===== src/sv/mcpp_isqrt.sv =====
module mcpp_isqrt (
    input  logic        i_clk,
    input  logic        i_en,
    input  logic [16:0] i_op,
    output logic [16:0] o_root
);
    // floor(sqrt(op * 2^16)), two radicand bits per step, four steps per stage and a single step in the last stage
    localparam int STEPS = 17;

    logic [20:0] a_rem  [0:STEPS];
    logic [16:0] a_root [0:STEPS];
    logic [33:0] a_x    [0:STEPS];

    assign a_rem[0]  = '0;
    assign a_root[0] = '0;
    assign a_x[0]    = {1'b0, i_op, 16'd0};

    for (genvar i = 0; i < STEPS; i++) begin : g_step
        logic [20:0] w_sh;
        logic [20:0] w_trial;
        logic        w_ge;
        logic [20:0] w_rem;
        logic [16:0] w_root;

        always_comb begin
            w_sh    = {a_rem[i][18:0], a_x[i][33:32]};
            w_trial = {2'b00, a_root[i], 2'b01};
            w_ge    = w_sh >= w_trial;
            w_rem   = w_ge ? (w_sh - w_trial) : w_sh;
            w_root  = {a_root[i][15:0], w_ge};
        end

        if ((i % 4) == 3 || i == STEPS - 1) begin : g_reg
            always_ff @(posedge i_clk) begin
                if (i_en) begin
                    a_rem[i+1]  <= w_rem;
                    a_root[i+1] <= w_root;
                    a_x[i+1]    <= {a_x[i][31:0], 2'b00};
                end
            end
        end else begin : g_comb
            assign a_rem[i+1]  = w_rem;
            assign a_root[i+1] = w_root;
            assign a_x[i+1]    = {a_x[i][31:0], 2'b00};
        end
    end

    assign o_root = a_root[STEPS];
endmodule


===== config.mk =====
export PLATFORM = sky130hd
export DESIGN_NAME = mcpp_isqrt
export DESIGN_NICKNAME = d
export VERILOG_FILES = /design/src/sv/mcpp_isqrt.sv
export SDC_FILE = /design/constraint.sdc
export NUM_CORES = 1
export LEC_CHECK = 0
export BUFFER_PORTS_ARGS = -buffer_cell sky130_fd_sc_hd__buf_2
export CORE_ASPECT_RATIO = 0.9
export CORE_MARGIN = 2
export CORE_UTILIZATION = 50
export DETAILED_ROUTE_END_ITERATION = 8
export GPL_ROUTABILITY_DRIVEN = 0
export GPL_TIMING_DRIVEN = 0
export PLACE_DENSITY_LB_ADDON = 0.05
export SLEW_MARGIN = 20
export SYNTH_ARGS = -nofsm -noshare
export SYNTH_HDL_FRONTEND = slang
export SYNTH_SLANG_ARGS = --single-unit

===== constraint.sdc =====
create_clock -name i_clk -period 29.3 [get_ports i_clk]
set_input_delay 0 -clock i_clk [delete_from_list [all_inputs] [get_ports i_clk]]
set_output_delay 0 -clock i_clk [all_outputs]
set_load 0.05 [all_outputs]

# ---- After elaboration in Yosys (flattened, before gate mapping)
# Cells that the tools add are included.
dict set report totals {
  ff_bits 145
  inputBits 19
}
dict set report classes {
  addsub 16
  order_cmp 17
  mux 16
}
# op count
set op_table {}
lappend op_table {{$mux 19} 16}
lappend op_table {{$ge 21x10->1} 1}
lappend op_table {{$ge 21x11->1} 1}
lappend op_table {{$ge 21x12->1} 1}
lappend op_table {{$ge 21x13->1} 1}
lappend op_table {{$ge 21x14->1} 1}
lappend op_table {{$ge 21x15->1} 1}
lappend op_table {{$ge 21x16->1} 1}
lappend op_table {{$ge 21x17->1} 1}
lappend op_table {{$ge 21x18->1} 1}
lappend op_table {{$ge 21x3->1} 1}
lappend op_table {{$ge 21x4->1} 1}
lappend op_table {{$ge 21x5->1} 1}
lappend op_table {{$ge 21x6->1} 1}
lappend op_table {{$ge 21x7->1} 1}
lappend op_table {{$ge 21x8->1} 1}
lappend op_table {{$ge 21x9->1} 1}
lappend op_table {{$sub 19x10->19} 1}
lappend op_table {{$sub 19x11->19} 1}
lappend op_table {{$sub 19x12->19} 1}
lappend op_table {{$sub 19x13->19} 1}
lappend op_table {{$sub 19x14->19} 1}
lappend op_table {{$sub 19x15->19} 1}
lappend op_table {{$sub 19x16->19} 1}
lappend op_table {{10 further kinds} 10}

# ---- Logic depth before layout (Yosys ltp)
dict set report depth {
  ltp_word 8
  mapped_depth 58
  mapped_depth_nobuf 52
}

# ---- Least setup slack after synthesis
# Ideal clock, no wire load.
dict set report synth_path {
  kind {reg-to-reg}
  from {register, netlist name a_root[38]}
  to {register a_rem[39] (netlist name) (data pin)}
  setup_ns 0.131
  arrival_ns 10.770
  slack_ns 18.399
  path_stages_with_launch 56
  path_buffers 5
  path_cell_list {edfxtp_1 inv_1 ha_1 a21o_1 a21oi_1 o21ai_0 a21oi_1 o31ai_1 nand2_1 nand3_1 inv_1 clkbuf_1 buf_1 o21ai_0 ha_1 a21oi_1 o21bai_1 a21o_1 (+20 left out) ha_1 inv_1 ha_1 a21o_1 a21oi_1 o21bai_1 a21oi_1 o21bai_1 a21oi_1 o21bai_1 a21oi_1 o21bai_1 a21oi_1 o21bai_1 a21oi_1 o21ai_0 or4b_2 nand2_1}
}
# element line_no
set synth_rtl {}
lappend synth_rtl {{end signal: indexed assignment} 36} ;# a_rem[i+1] <= w_rem;
lappend synth_rtl {{end: declaration} 10} ;# logic [20:0] a_rem [0:STEPS];

==> results.ini <==
[run_status]
outcome=finished clean

[min_path]
hold_depth=1
holdPathEnd=a_rem[204]
hp-class=input pin to flip-flop
min_from=i_en

[placed_design]
placed_cell_area_um2=15460
portBuffers=35
pre_cts_ws_ns=15.68
dp_hpwl_mm=29.80
dp.cells=2146

[final_layout]
area_growth_pct=9.592
layout.nets=1954
ff_latch_area_um2=4294
drive_gt1_share_pct=9.192
antenna_cells=0
multi_input_area_um2=9618
final_cells=2191
fillers=2704
fin_area_um2=16170
postLayoutCoreUtil_pct=55.87

[timing]
relSlewSlack_pct=40.93
tns_ns=0
setup_viol=0
timing.hold.ws_ns=0.001967
maxSlewViolCount=0
finalHoldViolCount=0
period_minus_slack_ns=13.91
fin_ws_ns=15.39
fin_skew_ns=0.01190
rsz0062_at_grt=false
fmax_mhz=71.88
fin_crit_sh_pct=47.48
worst_slew_pin_slew_ns=0.8737

[setup_path]
worstReg2RegEnd=a_rem[39]
crit_path_start_kind=flip-flop
cp_max_fo=12
timing.critical_path.mode_cell=a21oi_1
worst_path_max_delay_cell=or4b_2
cp.required_ns=29.61
cp.arrival_ns=14.22
r2r_setup_slack_ns=15.39
r2r_start=a_root[38]
critical_path_class=flip-flop to flip-flop
end_kind=flip-flop
reg2regPathDepth=56
max_stage_delay_ns=0.64

[floorplanning]
die_w_um=185.1
core_area_um2=28940
die_area_um2=30900
ioPinCount=36
fp.dieH_um=167.0
rows=59
start_util_pct=50.98

[drt]
drcViolationCount=0
drtIter0Drc=774
vias_per_cell=5.802
via_count=12710
wl_per_cell_um=17.10
drt_wl_total_mm=37.48
dr.pass1.iters=5
ant_nets=0

[synth]
synth.area.top_cells=edfxtp_1 29%, ha_1 13%, xnor2_1 5.8%
synthFlopType=edfxtp_1
seq_area_frac_synth_pct=29.11
synth_edf_count=143
synth.ff_latch_count=143
synth_top_area_cell=edfxtp_1
netlist_area_um2=14750
synth.avg_cell_area_um2=8.607
synth_async_sr_flop_share_pct=0
synth.distinct_cells=98
syn_inst=1714
syn_nets=1886
synth_top_area_share_pct=29.11
ys_top_cells_by_count=149 x ha_1, 149 x nand2_1, 143 x edfxtp_1
ys.warnings.count=0

[clock_network]
cts_hold_buf=13
cts_root_buf=clkbuf_16
cts_setup_buffers=0
ctsResizeCount=0
cts_buffer_depth=2
cts_tree=yes
htreeDepth=4
cts_sinks=143
clkLatencyLatePin_ns=0.44
cts_made_buffers=17
clkSlewWorstSetupHoldPaths_ns=0.07

[grt]
antenna_found_initial=0
grt_pass1_vias=12000
grt_max_degree=76
gr-total-overflow=0
grt_pass1_wl_mm=61.35
grt_usage_pct=24.80

[flow_run]
cap_violations=0

[power_and_ir_drop]
combPwrFrac_pct=67.0
p_sw_mw=0.8130
seqPwrFrac_pct=20.2
p_leak_nw=6.724
vdd_drop_max_v=0.00005291
p_per_area_nw_per_um2=106.1
pwr-share-clk_pct=12.8
switching_share_pct=47.41
p_total_mw=1.715
internal-power_mw=0.9019

[final cells by class]
type	instances	area share (%)
Clock buffer	17	2.631
Sequential cell	143	26.56
Tap cell	396	3.065
Inverter	139	3.243
Multi-Input combinational cell	1373	59.49
Timing Repair Buffer	49	2.120
Buffer	59	1.966
Clock inverter	15	0.9286
[how the worst max path moves through the flow]
stage,from,endpoint,slack (ns),depth (start not counted)
floorplan,a_root[38],a_rem[39],18.40,55
global placement,a_root[38],a_rem[39],15.74,56
detailed placement,a_root[38],a_rem[39],15.68,56
CTS,a_root[38],a_rem[39],15.61,56
global route,a_root[38],a_rem[39],14.20,56
finish,a_root[38],a_rem[39],15.39,56
[state kept, by name, indices dropped and copies added, names as in the netlist]
signal	count
a_rem	74
a_root	40
a_x	12
o_root	17
[routing by layer]
layer | track usage [%] | up-vias | part of all wire (%)
li1 | - | 6430 | -
met1 | 34.81 | 5978 | 48
met2 | 40.61 | 266 | 46
met3 | 3.411 | 39 | 4.5
met4 | 5.418 | 0 | 1.3
met5 | 0 | - | 0
[power by group through the flow]
stage	Combinational (mW)	Sequential [mW]	Clock (mW)
after floorplan	0.900	0.334	0
after global placement	1.11	0.351	0
after detailed placement	1.13	0.351	0
after CTS	1.14	0.346	0.223
after global routing	1.29	0.351	0.232
final	1.15	0.346	0.219
[placed cells by master (no fill, tap or decap), types with 17 or more instances in the layout]
cell type / count
nand3_1: 44
buf_2: 45
xor2_1: 32
nand2_1: 149
nor3_1: 29
edfxtp_1: 143
clkbuf_1: 24
o31ai_1: 19
o21a_1: 25
o21bai_1: 35
clkbuf_16: 17
buf_4: 18
nor2b_1: 22
nand2b_1: 24
nor2_1: 135
o21ai_0: 104
ha_1: 149
inv_1: 137
a21oi_1: 141
a21o_1: 46
and3_1: 19
or3_1: 19
xnor2_1: 98
mux2_2: 20
[worst max-delay path, delay by kind of cell (launching register included)]
family | cells | cell delay (ns)
AO/OA/AOI/OAI | 32 | 6.36
AND/OR/NAND/NOR | 9 | 2.19
buffers and inverters | 10 | 3.29
flip-flops | 1 | 0.46
adder cells (fa/ha/maj) | 5 | 1.47
[logic make-up (layout without fill, tap and decap cells)]
kind of cell / Yosys count / after routing / synth area share, %
buf+inv: 198 / 279 / 5.708
compound gates: 499 / 499 / 22.53
mux: 39 / 39 / 2.841
simple gates: 552 / 552 / 18.91
fa+ha+maj: 153 / 153 / 13.18
flops: 143 / 143 / 29.11
xor+xnor: 130 / 130 / 7.718
Power figures use the tool's default switching activity.
